`config.mk`:
```
export PLATFORM = sky130hd
export DESIGN_NAME = kabf_mul
export DESIGN_NICKNAME = d
export VERILOG_FILES = /design/src/rtl/core/kabf_pkg.sv /design/src/rtl/core/kabf_mul.sv
export SDC_FILE = /design/constraint.sdc
export NUM_CORES = 2
export LEC_CHECK = 0
export ABC_AREA = 1
export BUFFER_PORTS_ARGS = -buffer_cell sky130_fd_sc_hd__buf_4
export CAP_MARGIN = 5
export CELL_PAD_IN_SITES_DETAIL_PLACEMENT = 1
export CELL_PAD_IN_SITES_GLOBAL_PLACEMENT = 1
export CORE_UTILIZATION = 45
export CTS_BUF_LIST = sky130_fd_sc_hd__clkbuf_8
export CTS_CLUSTER_DIAMETER = 200
export CTS_CLUSTER_SIZE = 30
export DETAILED_ROUTE_END_ITERATION = 8
export MAX_ROUTING_LAYER = met4
export PLACE_DENSITY = 0.9
export SLEW_MARGIN = 10
export SYNTH_ARGS = -nofsm -noshare
export SYNTH_HDL_FRONTEND = slang
export SYNTH_SLANG_ARGS = --single-unit
```
`constraint.sdc`:
```
create_clock -name i_clk -period 7.5 [get_ports i_clk]
set_input_delay 0.75 -clock i_clk [delete_from_list [all_inputs] [get_ports i_clk]]
set_output_delay 0.75 -clock i_clk [all_outputs]
set_load 0.1 [all_outputs]
```
`src/rtl/core/kabf_pkg.sv`:
```
// Package for the angle and gyro bias Kalman filter.
// Holds fixed-point constants, register indices, reset defaults and the sat32 saturation helper.
package kabf_pkg;

    localparam int unsigned W = 32;
    localparam logic signed [W-1:0] DEG_90 = 32'sd5898240;
    localparam logic signed [W-1:0] DEG_180 = 32'sd11796480;
    localparam logic signed [W+1:0] DEG_360 = 34'sd23592960;

    localparam logic [1:0] REG_ANGLE_NOISE = 2'd0;
    localparam logic [1:0] REG_BIAS_NOISE = 2'd1;
    localparam logic [1:0] REG_MEAS_NOISE = 2'd2;
    localparam logic [1:0] REG_NEGATE = 2'd3;

    localparam logic [W-1:0] RST_ANGLE_NOISE = 32'd83886;
    localparam logic [W-1:0] RST_BIAS_NOISE = 32'd150995;
    localparam logic [W-1:0] RST_MEAS_NOISE = 32'd8389;

    function automatic logic signed [W-1:0] sat32(input logic signed [66:0] v);
        logic signed [W-1:0] r;
        r = v[W-1:0];
        if (v > 67'sh7FFFFFFF) begin
            r = 32'sh7FFFFFFF;
        end else if (v < -67'sh80000000) begin
            r = 32'sh80000000;
        end
        return r;
    endfunction

endpackage

```
`src/rtl/core/kabf_mul.sv`:
```
// Shared multiplier with half-up rounding shift for the Kalman filter.
// Depends on kabf_pkg.
module kabf_mul (
    input  logic                            i_clk,
    input  logic signed [kabf_pkg::W:0]     i_a,
    input  logic signed [kabf_pkg::W:0]     i_b,
    input  logic                            i_q24,
    output logic signed [66:0]              o_p
);
    import kabf_pkg::*;

    logic signed [65:0] r_prod;
    logic               r_q24;

    always_ff @(posedge i_clk) begin
        r_prod <= i_a * i_b;
        r_q24 <= i_q24;
    end

    always_comb begin
        if (r_q24) begin
            o_p = 67'(r_prod + 66'sd8388608) >>> 24;
        end else begin
            o_p = 67'(r_prod + 66'sd32768) >>> 16;
        end
    end
endmodule

```
==> flow_metrics.py <==
metrics = {
    "min_path": {
        "hp-start": "i_q24",
        "min_to": "r_q24$_DFF_P_",
        "whs_path_depth": 1,
        "min_path_type": "in2reg",
    },
    "clock_tree": {
        "htree_levels": 2,
        "cts_hold_buffers": 0,
        "clk_pin_slew_ns": 0.12,
        "cts_tree": "done",
        "clock-sinks": 52,
        "cts-root-buf": "clkbuf_8",
        "cts_buffers": 5,
        "clockBufferDepth": 2,
    },
    "floorplanning": {
        "rows": 115,
        "start_util_pct": 45.4,
        "die_h_um": 317,
        "die_width_um": 317,
        "io_pins": 135,
        "dieArea_um2": 101000,
        "core-area_um2": 98400,
    },
    "routing": {
        "drtIter0Drc": 2753,
        "via_per_inst": 5.49,
        "drt_wl_total_mm": 183,
        "postRouteAntennaNets": 0,
        "wl_per_cell_um": 24.8,
        "route.detailed.drc": 0,
        "vias": 40500,
        "dr.pass1.iters": 6,
    },
    "grt": {
        "overflow": 0,
        "grt_max_degree": 50,
        "grt_pass1_wl_mm": 277,
        "antenna_found_initial": 1,
        "grt_usage_pct": 38.1,
        "grt_pass1_vias": 48500,
    },
    "placed_design": {
        "io_buffers": 134,
        "dp_hpwl_mm": 158,
        "gp_congestion": 0.974,
    },
    "logic_synthesis": {
        "yosysTopAreaCell": "fa_1",
        "ys_async_sr_fraction_pct": 0,
        "synthTopCellsByCount": "inv_1 (1871), nand2_1 (1465), fa_1 (1144), clkbuf_1 (267), nor2_1 (231)",
        "syn_area_per_cell_um2": 7.64,
        "synthDistinctLibCells": 45,
        "mappedNetlistNets": 7275,
        "synthCells": 5849,
        "yosysMostFrequentCell": "inv_1",
        "synth_seq_cells": 52,
        "seq_area_frac_synth_pct": 2.33,
        "ys_warn_count": 0,
        "synth_edf_count": 0,
        "synth_ff_type": "dfxtp_1",
        "synth_top_area_share_pct": 51.2,
        "yosys-top-cells-area": "fa_1 (51%), inv_1 (16%), nand2_1 (12%)",
        "syn_area_um2": 44700,
    },
    "critical_path": {
        "cp-start-kind": "primary input",
        "endpoint_kind": "flop",
        "arrival_ns": 7.74,
        "cp_common_cell": "fa_1",
        "cpPeakStageDelay_ns": 0.61,
        "crit_type": "in2reg",
        "cp_max_fo": 9,
        "cp_slowest_cell": "fa_1",
        "required_ns": 7.76,
    },
    "status": {
        "status": "finished, final reports clean",
    },
    "final_layout": {
        "drive_above_1_share_pct": 11.6,
        "nNetsFinal": 7505,
        "syn2layout_area_growth_pct": 12.0,
    },
    "timing": {
        "rsz0062_at_grt": "yes",
        "clock.fmax_ghz": 0.134,
        "fin_crit_ns": 7.48,
        "slew_headroom_pct": 25.3,
        "layout_worst_path_cycle_share_pct": 99.7,
        "tightest_slew_ns": 1.12,
        "hold_viol_final": 0,
        "drv_slew": 0,
        "setup_viol": 0,
        "fin_hold_ws_ns": 0.498,
    },
    "job": {
        "maxCapViolations": 0,
    },
}
-- worst max path at each step --
stage,start,end,slack [ns],depth (start not counted)
after floorplan,i_a[32],r_prod[64]$_DFF_P_,0.05,24
after global placement,i_a[26],r_prod[37]$_DFF_P_,-0.14,30
after detailed placement,i_a[21],r_prod[64]$_DFF_P_,-0.45,29
after CTS,i_b[11],r_prod[63]$_DFF_P_,0.003,26
after global routing,i_a[28],r_prod[56]$_DFF_P_,-0.14,29
final,i_a[28],r_prod[56]$_DFF_P_,0.02,31
-- stage by stage --
step | cells | TNS [ns] | utilization (%) | worst slack [ns] | cell area (um2)
finish | 7368 | 0 | 50.9 | 0.0246 | 50100
global route | 7368 | -1.18 | 50.9 | -0.143 | 50100
CTS | 7358 | 0 | 50.2 | 0.00296 | 49400
detailed placement | 7347 | -9.78 | 50.0 | -0.454 | 49200
global placement | 7347 | -0.786 | 50.0 | -0.137 | 49200
floorplan | 5849 | 0 | - | 0.0450 | 44700
-- cell families (layout without fill, tap and decap cells) --
family	count (synthesis)	after routing	synth area share, %
compound gates	268	268	3.23
simple gates	1917	1917	17.2
xor+xnor	82	82	1.61
flops	52	52	2.33
fa+ha+maj	1358	1358	57.2
other cells	0	1	0
buf+inv	2172	2403	18.4
-- cell usage in the layout, fill, tap and decap left out, types with 32 or more instances in the layout --
| cell | Yosys | routed |
|---|---|---|
| inv_1 | 1871 | 1862 |
| nand2_1 | 1465 | 1456 |
| fa_1 | 1144 | 1121 |
| buf_4 | 16 | 467 |
| nor2_1 | 231 | 201 |
| ha_1 | 214 | 197 |
| nand3_1 | 101 | 99 |
| a21oi_1 | 114 | 87 |
| o21ai_0 | 109 | 87 |
| xor2_1 | 61 | 60 |
| dfxtp_1 | 52 | 52 |
| nor2_2 | 6 | 34 |
| nand4_1 | 32 | 32 |
-- worst max-delay path: cells and delay by family --
| kind | cells | cell delay, ns |
|---|---|---|
| buffers and inverters | 12 | 1.35 |
| adders and majority gates | 9 | 4.50 |
| and+or+nand+nor | 10 | 1.13 |
-- cell type report --
type / instances / area (um2)
Antenna cell: 1 / 2.50
Inverter: 1879 / 7060
Clock inverter: 3 / 26.3
Multi-Input combinational cell: 3625 / 35900
Sequential cell: 52 / 1040
Clock buffer: 5 / 68.8
Timing Repair Buffer: 516 / 4320
Fill cell: 12200 / 48400
Tap cell: 1287 / 1610
-- registers in the layout, indices dropped and copies added (netlist names) --
register  cells
r_q24         1
r_prod       51
-- metal layers --
metal | GRT usage, % | vias up | part of all wire (%)
li1 | - | 16600 | -
met5 | - | - | 0
met4 | 28.3 | 0 | 9.3
met1 | 37.9 | 20400 | 33
met3 | 7.56 | 1195 | 7.3
met2 | 66.0 | 2286 | 51
-- what timing repair did --
action | CTS | global route
pin swaps | 1 | 18
endpoints found under the setup margin | 9 | 40
resized for setup | 12 | 169
setup buffers | 3 | 9
Power is not shown: default switching activity piles up to over one toggle a cycle in this logic, so the estimate is an artifact.
