### src/rtl/core/kabf_pkg.sv
// Package for the angle and gyro bias Kalman filter.
// Holds fixed-point constants, register indices, reset defaults and the sat32 saturation helper.
package kabf_pkg;

    localparam int unsigned W = 32;
    localparam logic signed [W-1:0] DEG_90 = 32'sd5898240;
    localparam logic signed [W-1:0] DEG_180 = 32'sd11796480;
    localparam logic signed [W+1:0] DEG_360 = 34'sd23592960;

    localparam logic [1:0] REG_ANGLE_NOISE = 2'd0;
    localparam logic [1:0] REG_BIAS_NOISE = 2'd1;
    localparam logic [1:0] REG_MEAS_NOISE = 2'd2;
    localparam logic [1:0] REG_NEGATE = 2'd3;

    localparam logic [W-1:0] RST_ANGLE_NOISE = 32'd83886;
    localparam logic [W-1:0] RST_BIAS_NOISE = 32'd150995;
    localparam logic [W-1:0] RST_MEAS_NOISE = 32'd8389;

    function automatic logic signed [W-1:0] sat32(input logic signed [66:0] v);
        logic signed [W-1:0] r;
        r = v[W-1:0];
        if (v > 67'sh7FFFFFFF) begin
            r = 32'sh7FFFFFFF;
        end else if (v < -67'sh80000000) begin
            r = 32'sh80000000;
        end
        return r;
    endfunction

endpackage

### src/rtl/core/kabf_div.sv
// Restoring divider, one quotient bit per cycle, for the Kalman gains.
// Computes sat32((n * 2^24) / d) truncated toward zero; zero when d is zero.
// Depends on kabf_pkg.
module kabf_div (
    input  logic                 i_clk,
    input  logic                 i_rst_n,
    input  logic                 i_start,
    input  logic signed [31:0]   i_num,
    input  logic signed [33:0]   i_den,
    output logic                 o_done,
    output logic signed [31:0]   o_quo
);
    import kabf_pkg::*;

    logic [55:0] r_n;
    logic [33:0] r_d;
    logic [56:0] r_q;
    logic [34:0] r_rem;
    logic [5:0]  r_cnt;
    logic        r_busy;
    logic        r_neg;
    logic        r_zero;
    logic [34:0] trial;

    assign trial = {r_rem[33:0], r_n[55]};

    always_ff @(posedge i_clk) begin
        if (!i_rst_n) begin
            r_busy <= 1'b0;
            o_done <= 1'b0;
        end else begin
            o_done <= r_busy && !i_start && (r_cnt == 6'd1);
            if (i_start) begin
                r_busy <= 1'b1;
                r_cnt <= 6'd56;
                r_n <= 56'(i_num[31] ? -(57'(i_num)) : 57'(i_num)) << 24;
                r_d <= i_den[33] ? 34'(-i_den) : i_den;
                r_neg <= i_num[31] ^ i_den[33];
                r_zero <= (i_den == '0);
                r_rem <= '0;
                r_q <= '0;
            end else if (r_busy) begin
                if (trial >= {1'b0, r_d}) begin
                    r_rem <= trial - {1'b0, r_d};
                    r_q <= {r_q[55:0], 1'b1};
                end else begin
                    r_rem <= trial;
                    r_q <= {r_q[55:0], 1'b0};
                end
                r_n <= {r_n[54:0], 1'b0};
                r_cnt <= r_cnt - 6'd1;
                if (r_cnt == 6'd1) begin
                    r_busy <= 1'b0;
                end
            end
        end
    end

    always_comb begin
        if (r_zero) begin
            o_quo = '0;
        end else if (r_neg) begin
            o_quo = sat32(-(67'(r_q)));
        end else begin
            o_quo = sat32(67'(r_q));
        end
    end
endmodule

### config.mk
export PLATFORM = sky130hd
export DESIGN_NAME = kabf_div
export DESIGN_NICKNAME = d
export VERILOG_FILES = /design/src/rtl/core/kabf_pkg.sv /design/src/rtl/core/kabf_div.sv
export SDC_FILE = /design/constraint.sdc
export NUM_CORES = 1
export LEC_CHECK = 0
export BUFFER_PORTS_ARGS = -buffer_cell sky130_fd_sc_hd__buf_2
export CORE_UTILIZATION = 55
export CTS_CLUSTER_DIAMETER = 100
export DETAILED_ROUTE_END_ITERATION = 8
export PLACE_DENSITY = 0.82
export SYNTH_ARGS = -nofsm -noshare
export SYNTH_HDL_FRONTEND = slang
export SYNTH_SLANG_ARGS = --single-unit
### constraint.sdc
create_clock -name i_clk -period 4.97 [get_ports i_clk]
set_clock_uncertainty 0.2 [all_clocks]
set_input_delay 0.2485 -clock i_clk [delete_from_list [all_inputs] [get_ports i_clk]]
set_output_delay 0.2485 -clock i_clk [all_outputs]
set_load 0.1 [all_outputs]
==> run metrics, run 1 <==
Worst Setup Slack post-DPL=0.592 ns; number of enable-type register cells in the synthesized netlist=165; Slew Limit Fails=0; first-pass GRT wire length=roughly 43000 microns; post-layout worst setup margin=approximately 0.23 ns; post-synth top area cell=sky130_fd_sc_hd__edfxtp_1; Least-Margin Pin Slew=around 1 ns; highest-delay cell along the critical path=sky130_fd_sc_hd__or4_1; combined area of all synthesized cells=0.0112 sq mm; cell types with the largest area share after synthesis=sky130_fd_sc_hd__edfxtp_1 44%, sky130_fd_sc_hd__a21oi_1 4.7%, sky130_fd_sc_hd__ha_1 4.5%; initial antenna violation count=0; Final Hold Violating Endpoints=0; final global-route overflow total=0; Max-Cap Viols=0; detailed-router iteration count before antenna repair=5; CP Capture Type=primary output; share of the synthesized area in the top cell type=about 44%; via count of the first global-routing pass=~8800; minimum clock period=between 4 and 5 ns; CTS tree=done; total routed wire length on the met1 layer=roughly 12000 microns; # H-tree levels=4; height of the chip=145 microns; top flip-flop cell by instance count after synthesis=sky130_fd_sc_hd__edfxtp_1; placement row count=51; crit-path cells=inv_1 -> ha_1 -> or3b_1 -> or3_1 -> or4_1 -> nor2_1 -> xnor2_1 -> and4_4 -> a41oi_4 -> buf_12 -> a311oi_2 -> buf_2; tightest hold margin=0.0206 ns; most frequent cells in the layout=165 x sky130_fd_sc_hd__edfxtp_1, 117 x sky130_fd_sc_hd__nor2_1, 106 x sky130_fd_sc_hd__a21oi_1; average routed wire per standard cell=about 17 microns; register-to-register setup slack=1.11 ns; share of the core filled with cells in the final layout=around two thirds; TritonCTS sink count=roughly 170; cell count after synthesis=between 1000 and 1500; latest clock arrival within the worst-skew pair=around 0.43 ns; Critical Path RT=roughly 4.5 ns; share of synthesized flip-flops with an asynchronous set or reset=0%; Met3 Routed Length=~1600 microns; clock root buffer master=sky130_fd_sc_hd__clkbuf_16; initial cell density of the core=a little under three fifths; Longest Clk Path Bufs=2; clock buffer count from CTS=17; proportion of synthesized chip area in sequential cells=about 44%; Tcrit/Tclk final=95.3%; cell area after placement=0.0120 sq mm; register bit count reported by yosys=roughly 170; largest net degree at the start of global routing=slightly below 100; areal power density over the cells=318 mW/mm^2; fraction of layout cells with a size suffix above 1=between 15 and 20%; number of primary I/O pins=between 100 and 150; data arrival time of the worst path=between 4 and 5 ns; drt drc=0; gp weighted congestion=approximately 0.9; final design area excluding fillers=0.0129 sq mm; Cells after DPL=approximately 1500; final setup violating endpoints=0; CORE AREA=0.0197 sq mm; Critical Setup Path Class=flip-flop to primary output; number of nets produced by synthesis=1281; CP max FO=31; Antenna Violating Nets Remaining=0; post-route non-filler standard cell count=between 1500 and 2000; unrepaired setup endpoints after global routing=no; Leak Pwr=4.90 nW; Total Routed Length=between 20000 and 30000 microns; Layout Area Growth over Synthesis=15.1%; antenna diode instance count=0; peak clock frequency supported by timing=211 MHz; Max stage delay on crit path=roughly 0.60 ns; final-layout setup total negative slack=0 ns; number of buffers added for setup after CTS=0; clock edge transition at the registers on the reported setup and hold paths=0.07 ns; DR vias=around 9400; path type of the worst min-delay path=input pin to flip-flop; Die ar.=between 0.02 and 0.025 sq mm; kind of start point of the critical path=flip-flop; HPWL after DPL=approximately 18000 microns; DR top layer=met4; max_slew headroom=about 33%; port buffer count=~100; peak supply drop=about 0.27 mV; synth warn=0; power after layout=4.10 mW; Mapped Avg Cell Area=around 9.6 sq um; overall die width=145 microns; outcome=completed; DRC marker count from the first detailed-route iteration=roughly 700; number of distinct library cell variants in the gate-level netlist after synthesis=71; total global-route track usage=around a quarter; mean number of vias per cell=roughly 6.0; commonest non-fill, non-tap cell in the layout=sky130_fd_sc_hd__edfxtp_1; NumNets Final=roughly 1400; DR WL met2=roughly 12000 microns
## power breakdown
group / internal [mW] / total (mW) / switching [mW] / leakage, nW
clock: 0.681 / 1.32 / 0.639 / 0.292
combinational: 0.383 / 1.02 / 0.632 / 3.01
sequential: 1.69 / 1.77 / 0.0766 / 1.60
total: 2.76 / 4.10 / 1.35 / 4.90
## worst max-delay path, delay by kind of cell, from the launching register on
family,cells,cell delay (ns)
AO/OA/AOI/OAI,2,0.35
XOR/XNOR,1,0.13
adder cells (fa/ha/maj),1,0.19
buffers and inverters,3,0.83
flip-flops,1,0.45
AND/OR/NAND/NOR,5,1.90
## cells in the mapped netlist (4+ instances only)
library cell,count
sky130_fd_sc_hd__nor2_1,118
sky130_fd_sc_hd__xor2_1,40
sky130_fd_sc_hd__ha_1,40
sky130_fd_sc_hd__inv_1,61
sky130_fd_sc_hd__o21ai_0,58
sky130_fd_sc_hd__xnor2_1,46
sky130_fd_sc_hd__o21bai_1,5
sky130_fd_sc_hd__clkbuf_1,43
sky130_fd_sc_hd__a211o_1,9
sky130_fd_sc_hd__o31ai_1,21
sky130_fd_sc_hd__or4_1,8
sky130_fd_sc_hd__buf_2,5
sky130_fd_sc_hd__a21o_1,5
sky130_fd_sc_hd__a311oi_2,5
sky130_fd_sc_hd__o22ai_1,5
sky130_fd_sc_hd__edfxtp_1,165
sky130_fd_sc_hd__mux2i_1,12
sky130_fd_sc_hd__a211oi_2,10
sky130_fd_sc_hd__a21oi_1,106
sky130_fd_sc_hd__o211ai_1,7
sky130_fd_sc_hd__nand2_1,75
sky130_fd_sc_hd__buf_6,4
sky130_fd_sc_hd__and2_1,5
sky130_fd_sc_hd__a311oi_1,5
sky130_fd_sc_hd__a31oi_1,11
sky130_fd_sc_hd__nand4_1,15
sky130_fd_sc_hd__nor3_1,25
sky130_fd_sc_hd__o21a_1,10
sky130_fd_sc_hd__or2_2,11
sky130_fd_sc_hd__a211oi_1,9
sky130_fd_sc_hd__o41ai_1,9
sky130_fd_sc_hd__a31o_2,4
sky130_fd_sc_hd__and3_1,10
sky130_fd_sc_hd__nand2b_1,11
sky130_fd_sc_hd__or3_1,24
sky130_fd_sc_hd__nor2b_1,60
sky130_fd_sc_hd__a21oi_2,5
sky130_fd_sc_hd__nand3_1,31
sky130_fd_sc_hd__a21boi_0,4
sky130_fd_sc_hd__nor4_1,26
## cell families (layout without fill, tap and decap cells)
kind of cell / Yosys count / in the layout / synth area share, %
adders and majority gates: 41 / 41 / 4.64
muxes: 14 / 14 / 1.27
xor gates and xnor gates: 86 / 86 / 6.71
buffers and inverters: 116 / 240 / 4.20
AOI/OAI and AO/OA: 307 / 307 / 18.3
DFF: 167 / 167 / 44.5
and+or+nand+nor: 440 / 440 / 20.3
## metal layers
metal / vias to the layer above / track usage [%]
met5: - / 0
met4: 0 / 9.53
met3: 51 / 4.61
met2: 335 / 42.1
met1: 4455 / 35.4
li1: 4573 / -
## state kept, by name, indices dropped and copies added (netlist names)
register  count
r_q          57
r_rem        34
o_done        1
r_neg         1
r_d          34
r_n          32
r_busy        1
r_zero        1
r_cnt         6
## layout make-up
type | instances | area [sq um]
inverters | 61 | 229
clock buffers | 17 | 425
multi-input cells | 888 | 5800
repair buffers | 147 | 963
fillers | 1524 | 6800
flip-flops and latches | 167 | 4990
clock inverters | 15 | 174
well taps | 265 | 332
## worst paths after layout
path | from | end | depth (start not counted)
setup / recovery | r_q[0] | o_quo[6] | 12
hold reg to reg | r_busy | o_done | 1
setup reg to reg | r_rem[20] | r_rem[11] | 10
hold / removal | i_den[1] | r_d[3] | 3
## what timing repair did
action	in CTS	in global routing
hold buffers	34	0
resized for setup	0	2
endpoints found under the hold margin	35	0
endpoints found under the setup margin	0	3
Power figures use the tool's default switching activity.
==> run 2: changes to the inputs <==
Settings changed: CORE_MARGIN set to 4.
==> run 2 against run 1 <==
  * Sequential power hardly changed
  * Register-to-register slack worse by 0.25 ns
  * Design area hardly changed
  * Maximum frequency is 0.11% lower
  * Routed wire length is 0.51% higher
==> run metrics, run 2 (same netlist as run 1, synthesis figures left out) <==
final design area excluding fillers=0.0129 sq mm (about the same); NumNets Final=1394 (+0.14%); final-layout setup total negative slack=0 ns (unchanged); areal power density over the cells=315 mW/mm^2 (-0.86%); first-pass GRT wire length=43500 microns (+1.5%); CP Capture Type=primary output; Slew Limit Fails=0 (unchanged); number of buffers added for setup after CTS=0 (unchanged); placement row count=51 (unchanged); CP max FO=31 (unchanged); clock buffer count from CTS=17 (unchanged); TritonCTS sink count=167 (unchanged); register bank with the most flops=r_q; fill count=1527 (+0.20%); Register Area=0.00499 sq mm (unchanged); Critical Setup Path Class=flip-flop to primary output; port buffer count=101 (unchanged); Max stage delay on crit path=0.57 ns (-0.03 ns); fraction of layout cells with a size suffix above 1=15.3% (+0.054 points); unrepaired setup endpoints after global routing=no; HPWL after DPL=18100 microns (+0.91%); antenna diode instance count=0 (unchanged); outcome=completed; max_slew headroom=24.4% (-8.7 points); initial cell density of the core=56.7% (-0.18 points); initial antenna violation count=0 (unchanged); Largest register FFs=57 (unchanged); clock edge transition at the registers on the reported setup and hold paths=0.07 ns (about the same); via count of the first global-routing pass=8851 (+0.98%); peak supply drop=0.264 mV (-3.5%); post-route non-filler standard cell count=1562 (+0.13%); data arrival time of the worst path=4.29 ns (about the same); CORE AREA=0.0198 sq mm (+0.32%); Largest regs=r_q x57, r_d x34, r_rem x34; cell area after placement=0.0120 sq mm (about the same); height of the chip=151 microns (+4.1%); Die ar.=0.0228 sq mm (+8.5%); Leak Pwr=4.89 nW (-0.25%); final global-route overflow total=0 (unchanged); highest-delay cell along the critical path=sky130_fd_sc_hd__or4_1; minimum clock period=4.74 ns (+0.00517 ns); overall die width=151 microns (+4.1%); power after layout=4.07 mW (-0.93%); average routed wire per standard cell=16.9 microns (+0.38%); gp weighted congestion=0.905 (+1.2%); clock root buffer master=sky130_fd_sc_hd__clkbuf_16; commonest non-fill, non-tap cell in the layout=sky130_fd_sc_hd__edfxtp_1; crit-path cells=inv_1 -> ha_1 -> or3b_1 -> or3_1 -> or4_1 -> nor2_1 -> xnor2_1 -> and4_4 -> a41oi_4 -> buf_12 -> a211oi_2 -> buf_2; drt drc=0 (unchanged); DR vias=9388 (-0.28%); CTS tree=done; path type of the worst min-delay path=input pin to flip-flop; mean number of vias per cell=6.01 (-0.40%); Layout Area Growth over Synthesis=15.0% (about the same); # H-tree levels=4 (unchanged); most frequent cells in the layout=165 x sky130_fd_sc_hd__edfxtp_1, 117 x sky130_fd_sc_hd__nor2_1, 106 x sky130_fd_sc_hd__a21oi_1; number of primary I/O pins=102 (unchanged); area of combinational cells with multiple inputs=0.00579 sq mm (-0.15%); detailed-router iteration count before antenna repair=6 (+1); Max-Cap Viols=0 (unchanged); kind of start point of the critical path=flip-flop; Longest Clk Path Bufs=2 (unchanged); share of the core filled with cells in the final layout=65.3% (-0.26 points); Critical Path RT=4.52 ns (about the same); latest clock arrival within the worst-skew pair=0.43 ns (about the same); peak clock frequency supported by timing=211 MHz (-0.11%); total global-route track usage=23.4% (-2.7 points); DRC marker count from the first detailed-route iteration=729 (+3.6%); largest net degree at the start of global routing=110 (+13%); Least-Margin Pin Slew=1.13 ns (+0.130 ns); final setup violating endpoints=0 (unchanged); Total Routed Length=26500 microns (+0.51%); Tcrit/Tclk final=95.4% (+0.10 points); Final Hold Violating Endpoints=0 (unchanged); Cells after DPL=1495 (+0.067%); Antenna Violating Nets Remaining=0 (unchanged)
[run 2: area by class of cell]
cell class	instances	area share, %
Multi-Input combinational cell	888	44.9
Sequential cell	167	38.7
Timing Repair Buffer	149	7.62
Clock buffer	17	3.30
Tap cell	265	2.57
Inverter	61	1.77
Clock inverter	15	1.19
[run 2: power breakdown]
| group | internal [mW] | switching, mW | total, mW | leakage, nW |
|---|---|---|---|---|
| sequential | 1.69 | 0.0770 | 1.77 | 1.60 |
| clock | 0.669 | 0.613 | 1.28 | 0.278 |
| combinational | 0.382 | 0.632 | 1.01 | 3.01 |
| total | 2.74 | 1.32 | 4.07 | 4.89 |
[run 2: path summary, 6_finish.rpt]
check,from,to,slack (ns),cells past startpoint
max,r_q[0],o_quo[18],0.23,12
min,i_num[1],r_n[25],0.03,3
max reg2reg,r_rem[13],r_rem[22],0.86,10
min reg2reg,r_busy,o_done,0.29,1
[run 2: repair_timing]
item / CTS / global route
hold buffers: 35 / 0
hold endpoints to repair: 36 / 0
setup endpoints to repair: 0 / 2
resized for setup: 0 / 2
[run 2: routing by layer]
metal | vias up | wire, microns | track usage, %
met5 | - | 0 | 0
met4 | 0 | 540 | 7.71
met3 | 49 | 1580 | 3.38
met2 | 316 | 12300 | 37.2
met1 | 4460 | 12000 | 33.2
li1 | 4563 | - | -
[run 2: critical path, delay by kind of cell (launching register included)]
kind	cells	cell delay (ns)
AOI/OAI and AO/OA	2	0.34
adders and majority gates	1	0.21
DFF	1	0.45
xor gates and xnor gates	1	0.13
and+or+nand+nor	5	1.87
buffers and inverters	3	0.84
[run 2: stage by stage]
| step | hold slack [ns] | setup slack, ns |
|---|---|---|
| floorplan | 0.147 | 0.135 |
| global placement | 0.259 | 0.841 |
| detailed placement | 0.272 | 0.731 |
| CTS | 0.0216 | 0.262 |
| global route | 0.0456 | 0.00770 |
| finish | 0.0319 | 0.229 |
==> run 3: changes to the inputs <==
Settings changed: BUFFER_PORTS_ARGS -buffer_cell sky130_fd_sc_hd__buf_2 to not set, DONT_BUFFER_PORTS set to 1, PLACE_DENSITY 0.82 to 0.77, SETUP_SLACK_MARGIN set to 0.05.
==> run 3 against run 2 <==
  * Clock-buffer cell count is the same
  * Flip-flop and latch count did not move
  * Worst setup slack worse by 0.0075 ns
  * Power up 2.0%
  * First-iteration DRC count is 7.1% higher
  * Worst hold slack got worse by 0.026 ns
  * Critical endpoint is now o_quo[12]
  * Highest routed layer unchanged
==> run metrics, run 3 (same netlist as run 1, synthesis figures left out) <==
NumNets Final=1380 (-1.0%); Largest register FFs=57 (unchanged); port buffer count=0 (-100%); CORE AREA=0.0198 sq mm (unchanged); outcome=completed; most frequent cells in the layout=165 x sky130_fd_sc_hd__edfxtp_1, 113 x sky130_fd_sc_hd__nor2_1, 99 x sky130_fd_sc_hd__a21oi_1; # H-tree levels=4 (unchanged); peak clock frequency supported by timing=211 MHz (-0.16%); total global-route track usage=26.3% (+2.9 points); reg2reg end=r_rem[11]; clock root buffer master=sky130_fd_sc_hd__clkbuf_16; DR vias=9643 (+2.7%); Critical Setup Path Class=flip-flop to primary output; final-layout setup total negative slack=0 ns (unchanged); unrepaired setup endpoints after global routing=no; antenna diode instance count=0 (unchanged); path type of the worst min-delay path=input pin to flip-flop; cell area after placement=0.0119 sq mm (-0.71%); peak supply drop=0.284 mV (+7.4%); Critical Path RT=4.52 ns (about the same); Leak Pwr=4.87 nW (-0.31%); drt drc=0 (unchanged); Cells after DPL=1423 (-4.8%); detailed-router iteration count before antenna repair=5 (-1); Longest Clk Path Bufs=2 (unchanged); number of primary I/O pins=102 (unchanged); post-layout worst setup margin=0.221 ns (-0.00752 ns); clock buffer count from CTS=17 (unchanged); fill count=1413 (-7.5%); largest net degree at the start of global routing=161 (+46%); share of the core filled with cells in the final layout=67.9% (+2.7 points); Largest regs=r_q x57, r_d x34, r_rem x34; CTS tree=done; CP Capture Type=primary output; latest clock arrival within the worst-skew pair=0.44 ns (about the same); Antenna Violating Nets Remaining=0 (unchanged); Register Area=0.00499 sq mm (unchanged); Final Hold Violating Endpoints=0 (unchanged); Least-Margin Pin Slew=1.14 ns (+0.00323 ns); overall die width=151 microns (unchanged); areal power density over the cells=309 mW/mm^2 (-2.0%); Slew Limit Fails=0 (unchanged); initial cell density of the core=56.7% (unchanged); Worst Setup Slack post-DPL=0.645 ns (-0.0864 ns); final design area excluding fillers=0.0134 sq mm (+4.1%); DRC marker count from the first detailed-route iteration=781 (+7.1%); TritonCTS sink count=167 (unchanged); minimum clock period=4.75 ns (+0.00752 ns); via count of the first global-routing pass=9324 (+5.3%); height of the chip=151 microns (unchanged); HPWL after DPL=18100 microns (-0.32%); final setup violating endpoints=0 (unchanged); initial antenna violation count=0 (unchanged); number of buffers added for setup after CTS=0 (unchanged); power after layout=4.15 mW (+2.0%); gp weighted congestion=0.919 (+1.5%); average routed wire per standard cell=19.2 microns (+13%); CP max FO=20 (-35%); capture point of the worst path=o_quo[12]; fraction of layout cells with a size suffix above 1=10.9% (-4.4 points); Total Routed Length=29700 microns (+12%); clock edge transition at the registers on the reported setup and hold paths=0.08 ns (about the same); worst reg-to-reg path cell count=11 (+1); crit path from=r_q[0]; max_slew headroom=24.1% (-0.30 points); mean number of vias per cell=6.23 (+3.6%); commonest non-fill, non-tap cell in the layout=sky130_fd_sc_hd__edfxtp_1; placement row count=51 (unchanged); final global-route overflow total=0 (unchanged); data arrival time of the worst path=4.30 ns (about the same); kind of start point of the critical path=flip-flop; Layout Area Growth over Synthesis=19.7%; area of combinational cells with multiple inputs=0.00598 sq mm (+3.3%); first-pass GRT wire length=47700 microns (+9.7%); startpoint of the lowest-slack register-to-register path=r_rem[13]; Die ar.=0.0228 sq mm (unchanged); register-to-register setup slack=1.24 ns (+0.38 ns); Max-Cap Viols=0 (unchanged); tightest hold margin=0.00593 ns (-0.0260 ns); post-route non-filler standard cell count=1548 (-0.90%); Tcrit/Tclk final=95.5% (+0.15 points); register bank with the most flops=r_q
## run 3: cell count changes in the layout (fill, tap and decap cells not counted), sizes merged
cell	before	now
buf	113	43
dlygate4sd3	35	92
inv	68	71
clkinvlp	2	0
clkbuf	18	17
clkinv	6	5
## run 3: worst max-delay path: stages (launching register included)
cell and delay (ns):
sky130_fd_sc_hd__edfxtp_1 0.45, sky130_fd_sc_hd__inv_1 0.16, sky130_fd_sc_hd__ha_1 0.20, sky130_fd_sc_hd__or3b_1 0.43, sky130_fd_sc_hd__or3_1 0.50, sky130_fd_sc_hd__or4_1 0.58
sky130_fd_sc_hd__nor2_1 0.17, sky130_fd_sc_hd__xnor2_1 0.13, sky130_fd_sc_hd__and4_4 0.24, sky130_fd_sc_hd__a41oi_4 0.13, sky130_fd_sc_hd__buf_4 0.31, sky130_fd_sc_hd__a311oi_4 0.24
sky130_fd_sc_hd__buf_4 0.33
## run 3: layout make-up
cell class / instances / share of cell area [%]
well taps: 265 / 2.47
inverters: 61 / 1.70
clock buffers: 17 / 3.17
repair buffers: 135 / 9.86
multi-input cells: 888 / 44.5
clock inverters: 15 / 1.14
flip-flops and latches: 167 / 37.2
## run 3: routing by layer
metal / up-vias / track usage (%) / wire length, microns / share of wire, %
li1: 4531 / - / - / -
met1: 4580 / 34.5 / 12500 / 42
met2: 443 / 44.0 / 14300 / 48
met3: 89 / 3.83 / 1880 / 6.3
met4: 0 / 10.6 / 945 / 3.2
met5: - / 0 / 0 / 0
## run 3: worst min path at each step
stage,startpoint,to,depth (start not counted)
final,i_num[31],r_n[54],3
after global routing,i_den[28],r_d[29],2
after CTS,i_num[31],r_n[30],3
after detailed placement,i_den[0],r_d[0],0
after global placement,i_den[0],r_d[0],0
after floorplan,i_den[0],r_d[0],0
## run 3: repair_timing
item | in CTS | in global routing
endpoints found under the hold margin | 167 | 0
endpoints found under the setup margin | 0 | 12
gates resized for setup | 0 | 5
hold buffers | 93 | 0
## run 3: report_power, final
| part | total, mW | leakage (nW) | internal (mW) | switching [mW] |
|---|---|---|---|---|
| Combinational | 1.07 | 2.99 | 0.426 | 0.643 |
| Clock | 1.31 | 0.287 | 0.672 | 0.634 |
| Sequential | 1.77 | 1.60 | 1.69 | 0.0809 |
| Total | 4.15 | 4.87 | 2.79 | 1.36 |
